==> config.mk <==
export PLATFORM = sky130hd
export DESIGN_NAME = g2rj_cfg
export DESIGN_NICKNAME = d
export VERILOG_FILES = /design/src/rtl/gaussian_2d_residual_jacobian_defines.svh /design/src/rtl/g2rj_pkg.sv /design/src/rtl/g2rj_cfg.sv
export SDC_FILE = /design/constraint.sdc
export NUM_CORES = 1
export LEC_CHECK = 0
export BUFFER_PORTS_ARGS = -buffer_cell sky130_fd_sc_hd__buf_2
export CORE_ASPECT_RATIO = 1.2
export CORE_MARGIN = 4
export CORE_UTILIZATION = 54
export DETAILED_ROUTE_END_ITERATION = 12
export PLACE_DENSITY = 0.86
export SYNTH_ARGS = -nofsm -noshare
export SYNTH_HDL_FRONTEND = slang
export SYNTH_SLANG_ARGS = --single-unit
==> constraint.sdc <==
create_clock -name clk -period 4.25 [get_ports clk]
set_clock_uncertainty 0.05 [all_clocks]
set_input_delay 0.85 -clock clk [delete_from_list [all_inputs] [get_ports clk]]
set_output_delay 0.85 -clock clk [all_outputs]
set_load 0.05 [all_outputs]
==> src/rtl/gaussian_2d_residual_jacobian_defines.svh <==
// Assertion macros shared by the RTL of the Gaussian residual and Jacobian block.
`ifndef GAUSSIAN_2D_RESIDUAL_JACOBIAN_DEFINES_SVH
`define GAUSSIAN_2D_RESIDUAL_JACOBIAN_DEFINES_SVH

// Checks that a condition implies a consequence in the same cycle.
`define G2RJ_ASSERT_SAME(lbl, cond, cons, msg) \
    lbl: assert property (@(posedge clk) disable iff (!rst_n) (cond) |-> (cons)) \
        else $error(msg);

// Checks that a condition implies a consequence in the next cycle.
`define G2RJ_ASSERT_NEXT(lbl, cond, cons, msg) \
    lbl: assert property (@(posedge clk) disable iff (!rst_n) (cond) |=> (cons)) \
        else $error(msg);

`endif

==> src/rtl/g2rj_pkg.sv <==
package g2rj_pkg;

    // Register indexes on the configuration port.
    typedef enum logic [2:0] {
        REG_CENTER_X,
        REG_CENTER_Y,
        REG_AMPLITUDE,
        REG_SIGMA,
        REG_BACKGROUND,
        REG_FIT_MASK,
        REG_WINDOW_SIZE
    } reg_idx_t;

    localparam logic [15:0] SIGMA_MIN    = 16'd256;
    localparam logic [16:0] LOG2E_Q16    = 17'd94548;
    localparam logic [30:0] ONE_Q30      = 31'd1073741824;
    localparam logic [61:0] HALF_Q30     = 62'd536870912;
    localparam logic [8:0]  EXP_N_LIMIT  = 9'd20;
    localparam logic [31:0] C_TERM       = 32'h0001_0000;
    localparam logic [31:0] POS_LIMIT    = 32'h7FFF_FFFF;
    localparam logic [31:0] NEG_LIMIT    = 32'h8000_0000;

    // 2^(-2^-k) in Q0.30 for k = 1..16.
    localparam logic [29:0] POW2_NEG_FRAC [16] = '{
        30'd759250125,  30'd902905651,  30'd984625594,  30'd1028218693,
        30'd1050733751, 30'd1062175491, 30'd1067942999, 30'd1070838486,
        30'd1072289173, 30'd1073015252, 30'd1073378477, 30'd1073560135,
        30'd1073650976, 30'd1073696399, 30'd1073719111, 30'd1073730468
    };

    typedef struct packed {
        logic signed [15:0] center_x;
        logic signed [15:0] center_y;
        logic [15:0]        amplitude;
        logic [15:0]        sigma;
        logic [15:0]        background;
        logic [4:0]         fit_mask;
        logic [5:0]         window_size;
    } cfg_t;

    // Side data carried through the exponent divider.
    typedef struct packed {
        logic signed [17:0] dx;
        logic signed [17:0] dy;
        logic [15:0]        pixel;
        logic [31:0]        s2;
        logic [15:0]        sg;
    } e_pay_t;

    // Side data carried through the exponential unit.
    typedef struct packed {
        e_pay_t      base;
        logic [23:0] e;
    } x_pay_t;

    // Side data carried through the sigma-term divider.
    typedef struct packed {
        logic               g_zero;
        logic [16:0]        g;
        logic signed [31:0] residual;
    } s_pay_t;

    typedef struct packed {
        logic signed [31:0]    residual;
        logic [4:0][31:0]      jac;
        logic                  saturated;
    } out_t;

endpackage

==> src/rtl/g2rj_cfg.sv <==
module g2rj_cfg
    import g2rj_pkg::*;
(
    input  logic        clk,
    input  logic        rst_n,
    input  logic        psel,
    input  logic        penable,
    input  logic        pwrite,
    input  logic [4:0]  paddr,
    input  logic [31:0] pwdata,
    output logic [31:0] prdata,
    output logic        pready,
    output cfg_t        cfg
);

    cfg_t     cfg_reg;
    reg_idx_t idx;
    logic     wr;

    assign idx    = reg_idx_t'(paddr[4:2]);
    assign wr     = psel && penable && pwrite;
    assign pready = 1'b1;
    assign cfg    = cfg_reg;

    // Register writes on the access phase of a write transfer.
    always_ff @(posedge clk or negedge rst_n)
    begin
        if (!rst_n)
        begin
            cfg_reg.center_x    <= '0;
            cfg_reg.center_y    <= '0;
            cfg_reg.amplitude   <= '0;
            cfg_reg.sigma       <= 16'd4096;
            cfg_reg.background  <= '0;
            cfg_reg.fit_mask    <= 5'd31;
            cfg_reg.window_size <= 6'd7;
        end
        else if (wr)
        begin
            unique case (idx)
                REG_CENTER_X:    cfg_reg.center_x    <= pwdata[15:0];
                REG_CENTER_Y:    cfg_reg.center_y    <= pwdata[15:0];
                REG_AMPLITUDE:   cfg_reg.amplitude   <= pwdata[15:0];
                REG_SIGMA:       cfg_reg.sigma       <= pwdata[15:0];
                REG_BACKGROUND:  cfg_reg.background  <= pwdata[15:0];
                REG_FIT_MASK:    cfg_reg.fit_mask    <= pwdata[4:0];
                REG_WINDOW_SIZE: cfg_reg.window_size <= pwdata[5:0];
                default:         ;
            endcase
        end
    end

    // Read data.
    always_comb
    begin
        unique case (idx)
            REG_CENTER_X:    prdata = {16'd0, cfg_reg.center_x};
            REG_CENTER_Y:    prdata = {16'd0, cfg_reg.center_y};
            REG_AMPLITUDE:   prdata = {16'd0, cfg_reg.amplitude};
            REG_SIGMA:       prdata = {16'd0, cfg_reg.sigma};
            REG_BACKGROUND:  prdata = {16'd0, cfg_reg.background};
            REG_FIT_MASK:    prdata = {27'd0, cfg_reg.fit_mask};
            REG_WINDOW_SIZE: prdata = {26'd0, cfg_reg.window_size};
            default:         prdata = '0;
        endcase
    end

endmodule

==> results of run 1 <==
[power groups by stage]
stage / clock network, mW / logic (mW) / registers, mW
final: 0.644 / 1.26 / 1.18
after global routing: 0.695 / 1.32 / 1.20
after CTS: 0.658 / 1.27 / 1.18
after detailed placement: 0 / 1.27 / 1.19
after global placement: 0 / 1.25 / 1.18
after floorplan: 0 / 0.395 / 1.78
[layout by cell type, fill, tap and decap left out, types with 2 or more instances in the layout]
master / synthesis / final
nand2b_1: 2 / 2
bufinv_16: 0 / 2
or2_2: 3 / 3
mux2i_1: 32 / 32
nand2_1: 3 / 3
o2bb2ai_1: 10 / 10
inv_6: 0 / 2
o21ai_0: 10 / 10
dfstp_2: 9 / 9
nor2_1: 2 / 2
and4b_1: 2 / 2
conb_1: 2 / 17
buf_4: 24 / 7
dfrtp_1: 82 / 82
mux2_2: 94 / 94
a31oi_1: 5 / 5
clkinv_4: 0 / 2
a22o_1: 3 / 3
o21a_1: 10 / 10
nor2_2: 2 / 2
buf_2: 4 / 129
nor2_4: 2 / 2
nor2b_1: 3 / 3
clkbuf_8: 0 / 9
[logic make-up after synthesis]
group                  count (synthesis)  synth area share
flip-flops                            91             0.508
AO/OA/AOI/OAI                         44            0.0711
multiplexers                         127             0.309
buffers and inverters                 38            0.0595
AND/OR/NAND/NOR                       27            0.0508
other                                  2           0.00167
[worst max-delay path by stage]
| stage | to | slack (ns) | cells after the start |
|---|---|---|---|
| CTS | prdata[2] | 0.76 | 5 |
| floorplan | prdata[2] | 0.07 | 5 |
| global route | prdata[2] | 0.63 | 5 |
| finish | prdata[2] | 0.76 | 5 |
| detailed placement | prdata[2] | 0.75 | 5 |
| global placement | prdata[2] | 0.83 | 5 |
[routing by layer]
layer / vias up / part of all wire / GRT usage
met1: 1571 / 0.43 / 0.280
met4: 0 / 0.011 / 0.0711
met2: 110 / 0.50 / 0.369
met3: 11 / 0.059 / 0.0445
li1: 1409 / - / -
met5: - / 0 / 0
[final cells by class]
class                   instances  area (µm²)  area share
clock buffers                   9         124      0.0232
clock inverters                 7         100      0.0188
inverters                       1        3.75    0.000703
multi-input cells             215        2000       0.375
flip-flops and latches         91        2290       0.429
well taps                      95         119      0.0223
repair buffers                136         698       0.131
[critical path, cell delays in order]
cell and delay (ns):
buf_2 0.60, nor2b_1 0.52, a31oi_1 0.15, o311ai_0 0.12
buf_2 0.34
[metrics by stage]
stage,hold slack [ns],instances
detailed placement,0.466,538
floorplan,0.504,344
CTS,0.486,554
global placement,0.457,538
global route,0.502,554
finish,0.480,554
==> run_results.csv, run 1 <==
group,metric,value,unit
min_path,min_to,"cfg[45]",
clock_network,clk-insertion-delay-late,0.34,ns
power_and_ir_drop,swShare,0.445,
clock_network,htreeDepth,3,
worst_setup_path,critPathMaxFanout,39,
sta,period_minus_slack,3.49,ns
floorplan,die_y,108,µm
synth,synth_seq_cells,91,
placed_design,port_buffers,130,
min_path,min_path_type,"reg2reg",
worst_setup_path,rr_startpoint,"cfg[12]",
routing,wl_per_cell,19.0,µm
floorplan,die_area,9870,µm²
floorplan,core-area,8110,µm²
routing,vias_per_cell,5.60,
routing,drt_pass1_iterations,4,
sta,slew_headroom,0.335,
clock_network,cts_resized,0,
global_route,grt_usage,0.217,
routing,wirelength,10500,µm
sta,setup_viol_count_final,0,
synth,synth_edf_count,0,
routing,vias,3101,
final_layout,syn_to_final_growth,18.5,%
worst_setup_path,r2r_slack,3.40,ns
sta,setup_tns,0,ns
synth,avgSynthCellArea,13.7,µm²
placed_design,post-dp-hpwl,7280,µm
sta,worst_slew_pin_slew,0.995,ns
placed_design,dpl_worst_slack,0.749,ns
worst_setup_path,crit_arrival,2.59,ns
clock_network,cts_buffer_depth,2,
clock_network,root_buffer,"clkbuf_8",
final_layout,fillCellCount,628,
clock_network,ctsHoldBuffers,0,
global_route,grt_pass1_vias,3313,
synth,async_reset_ff_frac,1.00,
clock_network,cts_tree,"built",
final_layout,drive_above_1_share,0.584,
power_and_ir_drop,power.total,3.09,mW
power_and_ir_drop,power.share.sequential,0.382,
min_path,hold-path-cell-count,1,
final_layout,fin_util,0.658,
sta,finalCritPeriodShare,0.822,
worst_setup_path,crit_type,"in2out",
worst_setup_path,crit_required,3.35,ns
clock_network,clkTransAtPathRegs,0.09,ns
synth,yosysTopAreaCell,"dfrtp_1",
floorplan,pin_count,166,
synth,yosysMostFrequentCell,"mux2_2",
power_and_ir_drop,p_comb_frac,0.410,
global_route,grt_pass1_wl,17000,µm
final_layout,nNetsFinal,496,
power_and_ir_drop,leakagePower,2.71,nW
sta,worst_slack,0.758,ns
final_layout,largest_reg_flops,91,
sta,rsz0062_at_grt,"false",
worst_setup_path,r2r_end,"cfg[12]",
global_route,grt_start_max_net_pins,68,
floorplan,std_cell_rows,36,
run,max_cap_violations,0,
clock_network,cts_setup_buffers,0,
power_and_ir_drop,p_switching,1.37,mW
routing,drt-initial-drc-count,71,
worst_setup_path,end_kind,"output pin",
synth,netlist_instances,329,
synth,synth_seq_area_share,0.508,
sta,hold_violations,0,
routing,ant_nets,0,
power_and_ir_drop,p_clk_frac,0.209,
global_route,antenna_found_initial,0,
final_layout,diodes,0,
power_and_ir_drop,irDropWorstVdd,322,µV
synth,yosys-top-cells-area,"dfrtp_1, mux2_2, mux2i_1, dfstp_2, buf_4",
worst_setup_path,crit_path_start,"paddr[3]",
synth,yosys_warnings,0,
worst_setup_path,r2r_cells,1,
sta,slew_viol_final,0,
final_layout,post-route-cell-area,5340,µm²
routing,drcViolationCount,0,
placed_design,gp_routability_congestion,0.769,
synth,synth_top_area_share,0.456,
power_and_ir_drop,internal_power,1.71,mW
synth,synth_flop_cell,"dfrtp_1",
clock_network,clock_sinks,91,
floorplan,start_util,0.555,
floorplan,die_width,91.4,µm
clock_network,cts_buffers,9,
sta,fmax,0.286,GHz
synth,synthTopCellsByCount,"mux2_2, dfrtp_1, mux2i_1",
min_path,hp-start,"cfg[45]",
placed_design,placed_cell_area,5110,µm²
synth,yosys.cell_types.count,38,
synth,syn_area,4500,µm²
global_route,grt_overflow,0,
power_and_ir_drop,powerDensity,578,nW/µm²
worst_setup_path,start_kind,"input pin",
status,status,"finished, final reports clean",
Power figures use the tool's default switching activity.
==> inputs of run 2 (changes only) <==
CORE_UTILIZATION = 50   (was 54)
PLACE_DENSITY = 0.81   (was 0.86)
clock period = 3.3 ns   (was 4.25 ns; I/O delays follow)
==> run 2 against run 1 <==
Sequential share of layout area decreased by 0.64 points. Power rose by 27%. Setup slack worse by 0.30 ns. Combinational power grew 30%. Wire length increased by 3.2%. First-iteration DRC count grew 8.5%. Flip-flop and latch count unchanged. Hold slack got worse by 0.23 ns. Global-route usage shrank 0.53 points. Cell count is 5.1% higher. Via count rose by 2.7%. Clock power grew 21%. Critical endpoint is now prdata[4].
==> run_results.csv, run 2 (synthesis results as in run 1) <==
group,metric,value,unit
power_and_ir_drop,leakagePower,2.74,nW
sta,slew_headroom,0.562,
routing,vias_per_cell,5.47,
global_route,busiest_layer,"met2",
clock_network,cts_buffer_depth,2,
final_layout,layout_commonest_cell,"buf_2",
placed_design,post-dp-hpwl,7780,µm
final_layout,drive_above_1_share,0.589,
sta,worst_slew_pin_slew,0.655,ns
routing,drt-initial-drc-count,77,
global_route,grt_usage,0.212,
floorplan,start_util,0.517,
sta,finalCritPeriodShare,0.860,
floorplan,die_y,112,µm
power_and_ir_drop,irDropWorstVdd,415,µV
sta,worst_slack,0.461,ns
global_route,grt_start_max_net_pins,47,
global_route,grt_use_met3,0.0581,
clock_network,clk-insertion-delay-late,0.34,ns
final_layout,largest_reg_flops,91,
clock_network,ctsHoldBuffers,0,
global_route,antenna_found_initial,0,
global_route,met2_usage,0.340,
clock_network,cts_buffers,9,
routing,wl_per_cell,18.6,µm
worst_setup_path,critPathMaxFanout,16,
power_and_ir_drop,powerDensity,726,nW/µm²
worst_setup_path,crit_required,2.59,ns
placed_design,dpl_worst_slack,0.451,ns
global_route,grt_overflow,0,
worst_setup_path,worstSetupEndpoint,"prdata[4]",
worst_setup_path,r2r_cells,1,
placed_design,gp_routability_congestion,0.762,
routing,drt_pass1_iterations,4,
routing,ant_nets,0,
worst_setup_path,end_kind,"output pin",
floorplan,pin_count,166,
clock_network,cts_resized,0,
floorplan,std_cell_rows,37,
clock_network,htreeDepth,3,
clock_network,clock_sinks,91,
sta,fmax,0.352,GHz
sta,setup_tns,0,ns
placed_design,dp_cells,566,
routing,vias,3185,
global_route,grt_pass1_vias,3268,
sta,slew_viol_final,0,
routing,wirelength,10800,µm
worst_setup_path,crit_arrival,2.13,ns
worst_setup_path,crit_path_start,"paddr[2]",
placed_design,port_buffers,130,
final_layout,mostFrequentLayoutCells,"buf_2, mux2_2, dfrtp_1, mux2i_1, conb_1",
final_layout,nNetsFinal,502,
sta,rsz0062_at_grt,"false",
min_path,min_path_type,"in2async",
sta,period_minus_slack,2.84,ns
sta,setup_viol_count_final,0,
floorplan,core-area,8700,µm²
worst_setup_path,crit_type,"in2out",
floorplan,die_width,94.6,µm
clock_network,clkTransAtPathRegs,0.09,ns
sta,hold_violations,0,
worst_setup_path,rr_startpoint,"cfg[83]",
clock_network,root_buffer,"clkbuf_8",
final_layout,fin_cells,582,
global_route,use_met1,0.282,
worst_setup_path,r2r_end,"cfg[83]",
worst_setup_path,start_kind,"input pin",
global_route,grt_pass1_wl,17500,µm
floorplan,die_area,10600,µm²
final_layout,syn_to_final_growth,20.3,%
clock_network,cts_setup_buffers,0,
final_layout,diodes,0,
status,status,"finished, final reports clean",
clock_network,cts_tree,"built",
worst_setup_path,r2r_slack,2.45,ns
routing,drcViolationCount,0,
run,max_cap_violations,0,
==> run 2: changes by cell type in the layout (fill, tap and decap cells not counted) <==
cell,change
bufinv_16,-1
o311ai_0,-1
clkinv_4,-1
clkbuf_8,+1
o311ai_1,+1
buf_12,+2
buf_4,+4
inv_6,+1
==> run 2: layout make-up <==
type                            instances  area (µm²)
Timing Repair Buffer                  142         768
Clock inverter                          6        70.1
Fill cell                             729        3290
Sequential cell                        91        2290
Inverter                                1        3.75
Tap cell                              117         146
Multi-Input combinational cell        215        2000
Clock buffer                           10         138
==> run 2: how the worst min path moves through the flow <==
stage | startpoint | endpoint | slack (ns) | cells past startpoint
after floorplan | rst_n | cfg[11] | 0.31 | 0
after global placement | cfg[16] | cfg[16] | 0.44 | 1
after detailed placement | cfg[16] | cfg[16] | 0.45 | 1
after CTS | rst_n | cfg[47] | 0.26 | 1
after global routing | rst_n | cfg[47] | 0.28 | 1
final | rst_n | cfg[47] | 0.25 | 1
==> run 2: metrics by stage <==
stage | util | total power [mW] | instance area [µm²] | hold slack (ns)
floorplan | - | 2.80 | 4560 | 0.314
global placement | 0.599 | 3.15 | 5210 | 0.439
detailed placement | 0.599 | 3.19 | 5210 | 0.453
CTS | 0.622 | 3.96 | 5420 | 0.261
global route | 0.622 | 4.11 | 5420 | 0.277
finish | 0.622 | 3.93 | 5420 | 0.254
==> run 2: critical path: stages <==
cell,delay (ns)
buf_2,0.40
buf_4,0.28
mux2i_1,0.08
or2_2,0.27
a31oi_1,0.15
buf_2,0.28
==> run 2: metal layers <==
metal / wire length (µm) / vias up
li1: - / 1432
met1: 4730 / 1608
met2: 5180 / 131
met3: 782 / 14
met4: 146 / 0
met5: 0 / -
==> run 2: power by group <==
group / switching, mW / internal, mW / leakage (nW) / total [mW]
Clock: 0.398 / 0.379 / 0.108 / 0.777
Combinational: 1.21 / 0.431 / 1.49 / 1.64
Sequential: 0.166 / 1.35 / 1.14 / 1.51
Total: 1.77 / 2.16 / 2.74 / 3.93
==> inputs of run 3 (changes only) <==
CORE_UTILIZATION = 40   (was 50)
PLACE_DENSITY = 0.67   (was 0.81)
clock period = 3.56 ns   (was 3.3 ns; I/O delays follow)
==> run 3 against run 2 <==
First-iteration DRC count increased by 19%. Sequential power is 7% lower. Via count is 0.66% lower. Hold slack improved by 0.076 ns. Global-route usage is 3.0 points lower. Clock-buffer cell count grew 2. Clock power up 34%.
==> run_results.csv, run 3 (synthesis results as in run 1) <==
group,metric,value,unit
status,status,"finished, final reports clean",
floorplan,die_area,13000,µm²
final_layout,largest_reg_flops,91,
global_route,grt_pass1_vias,3301,
run,max_cap_violations,0,
min_path,min_path_type,"in2async",
clock_network,cts_buffers,9,
routing,ant_nets,0,
final_layout,diodes,0,
routing,wl_per_cell,19.2,µm
final_layout,syn_to_final_growth,23.3,%
floorplan,pin_count,166,
worst_setup_path,critPathMaxFanout,22,
worst_setup_path,crit_required,2.80,ns
worst_setup_path,r2r_slack,2.71,ns
worst_setup_path,end_kind,"output pin",
final_layout,mostFrequentLayoutCells,"buf_2, mux2_2, dfrtp_1, mux2i_1, conb_1",
floorplan,start_util,0.408,
routing,wirelength,11400,µm
final_layout,fin_util,0.503,
floorplan,std_cell_rows,42,
routing,drcViolationCount,0,
final_layout,nNetsFinal,498,
global_route,grt_start_max_net_pins,48,
worst_setup_path,crit_type,"in2out",
routing,drt_pass1_iterations,4,
global_route,grt_pass1_wl,18400,µm
clock_network,root_buffer,"clkbuf_16",
worst_setup_path,start_kind,"input pin",
floorplan,die_y,124,µm
final_layout,fillCellCount,1002,
sta,finalCritPeriodShare,0.855,
final_layout,drive_above_1_share,0.584,
final_layout,fin_cells,593,
sta,fmax,0.329,GHz
routing,drt-initial-drc-count,92,
clock_network,ctsHoldBuffers,0,
power_and_ir_drop,powerDensity,713,nW/µm²
sta,rsz0062_at_grt,"false",
global_route,grt_usage,0.182,
global_route,antenna_found_initial,0,
floorplan,die_width,105,µm
clock_network,cts_buffer_depth,2,
sta,slew_headroom,0.556,
sta,period_minus_slack,3.04,ns
sta,slew_viol_final,0,
clock_network,cts_resized,0,
clock_network,clk-insertion-delay-late,0.34,ns
sta,worst_hold_slack,0.330,ns
sta,setup_viol_count_final,0,
routing,vias_per_cell,5.34,
sta,worst_slew_pin_slew,0.664,ns
placed_design,dp_cells,577,
floorplan,core-area,11000,µm²
final_layout,layout_commonest_cell,"buf_2",
power_and_ir_drop,leakagePower,2.78,nW
clock_network,cts_tree,"built",
clock_network,clkTransAtPathRegs,0.06,ns
worst_setup_path,crit_arrival,2.28,ns
sta,setup_tns,0,ns
power_and_ir_drop,irDropWorstVdd,384,µV
clock_network,htreeDepth,3,
routing,vias,3164,
global_route,grt_overflow,0,
placed_design,port_buffers,130,
placed_design,post-dp-hpwl,8030,µm
placed_design,gp_routability_congestion,0.758,
sta,hold_violations,0,
clock_network,clock_sinks,91,
clock_network,cts_setup_buffers,0,
[run 3: cell count changes in the layout (fill, tap and decap cells not counted)]
cell,delta
clkinvlp_4,+1
buf_12,+2
clkbuf_16,+9
clkbuf_1,+1
clkinv_4,-1
inv_6,-3
bufinv_16,+1
clkbuf_8,-8
buf_4,-6
[run 3: metrics by stage]
step	worst slack (ns)	instance area (µm²)	total power, mW
after floorplan	0.258	4560	2.59
after global placement	0.527	5220	2.93
after detailed placement	0.508	5220	2.96
after CTS	0.507	5550	4.01
after global routing	0.427	5550	4.14
final	0.518	5550	3.96
[run 3: worst paths after layout]
| path | start | cells past startpoint | endpoint |
|---|---|---|---|
| hold / removal | rst_n | 1 | cfg[79] |
| setup reg to reg | cfg[49] | 1 | cfg[49] |
| setup / recovery | paddr[3] | 5 | prdata[1] |
| hold reg to reg | cfg[77] | 1 | cfg[77] |
| max in group asynchronous | rst_n | 2 | cfg[39] |
| min in group clk | cfg[77] | 1 | cfg[77] |
[run 3: layer usage]
metal / vias up / track usage / wire, µm
li1: 1427 / - / -
met1: 1600 / 0.233 / 4940
met2: 123 / 0.285 / 5310
met3: 14 / 0.0654 / 975
met4: 0 / 0.0610 / 158
met5: - / 0 / 0
[run 3: area by class of cell]
cell class / instances / area (µm²) / area share
Clock buffer: 12 / 256 / 0.0462
Clock inverter: 4 / 72.6 / 0.0131
Inverter: 1 / 3.75 / 0.000676
Multi-Input combinational cell: 215 / 2000 / 0.361
Sequential cell: 91 / 2290 / 0.412
Tap cell: 132 / 165 / 0.0297
Timing Repair Buffer: 138 / 763 / 0.137
[run 3: critical path: stages]
cell      delay [ns]
buf_2           0.40
nor2b_1         0.56
a31oi_1         0.19
o221ai_1        0.11
buf_2           0.30
[run 3: power breakdown]
part / switching, mW / internal (mW) / total (mW) / leakage (nW)
clock: 0.385 / 0.652 / 1.04 / 0.159
sequential: 0.150 / 1.25 / 1.40 / 1.14
combinational: 1.12 / 0.398 / 1.52 / 1.48
total: 1.66 / 2.30 / 3.96 / 2.78
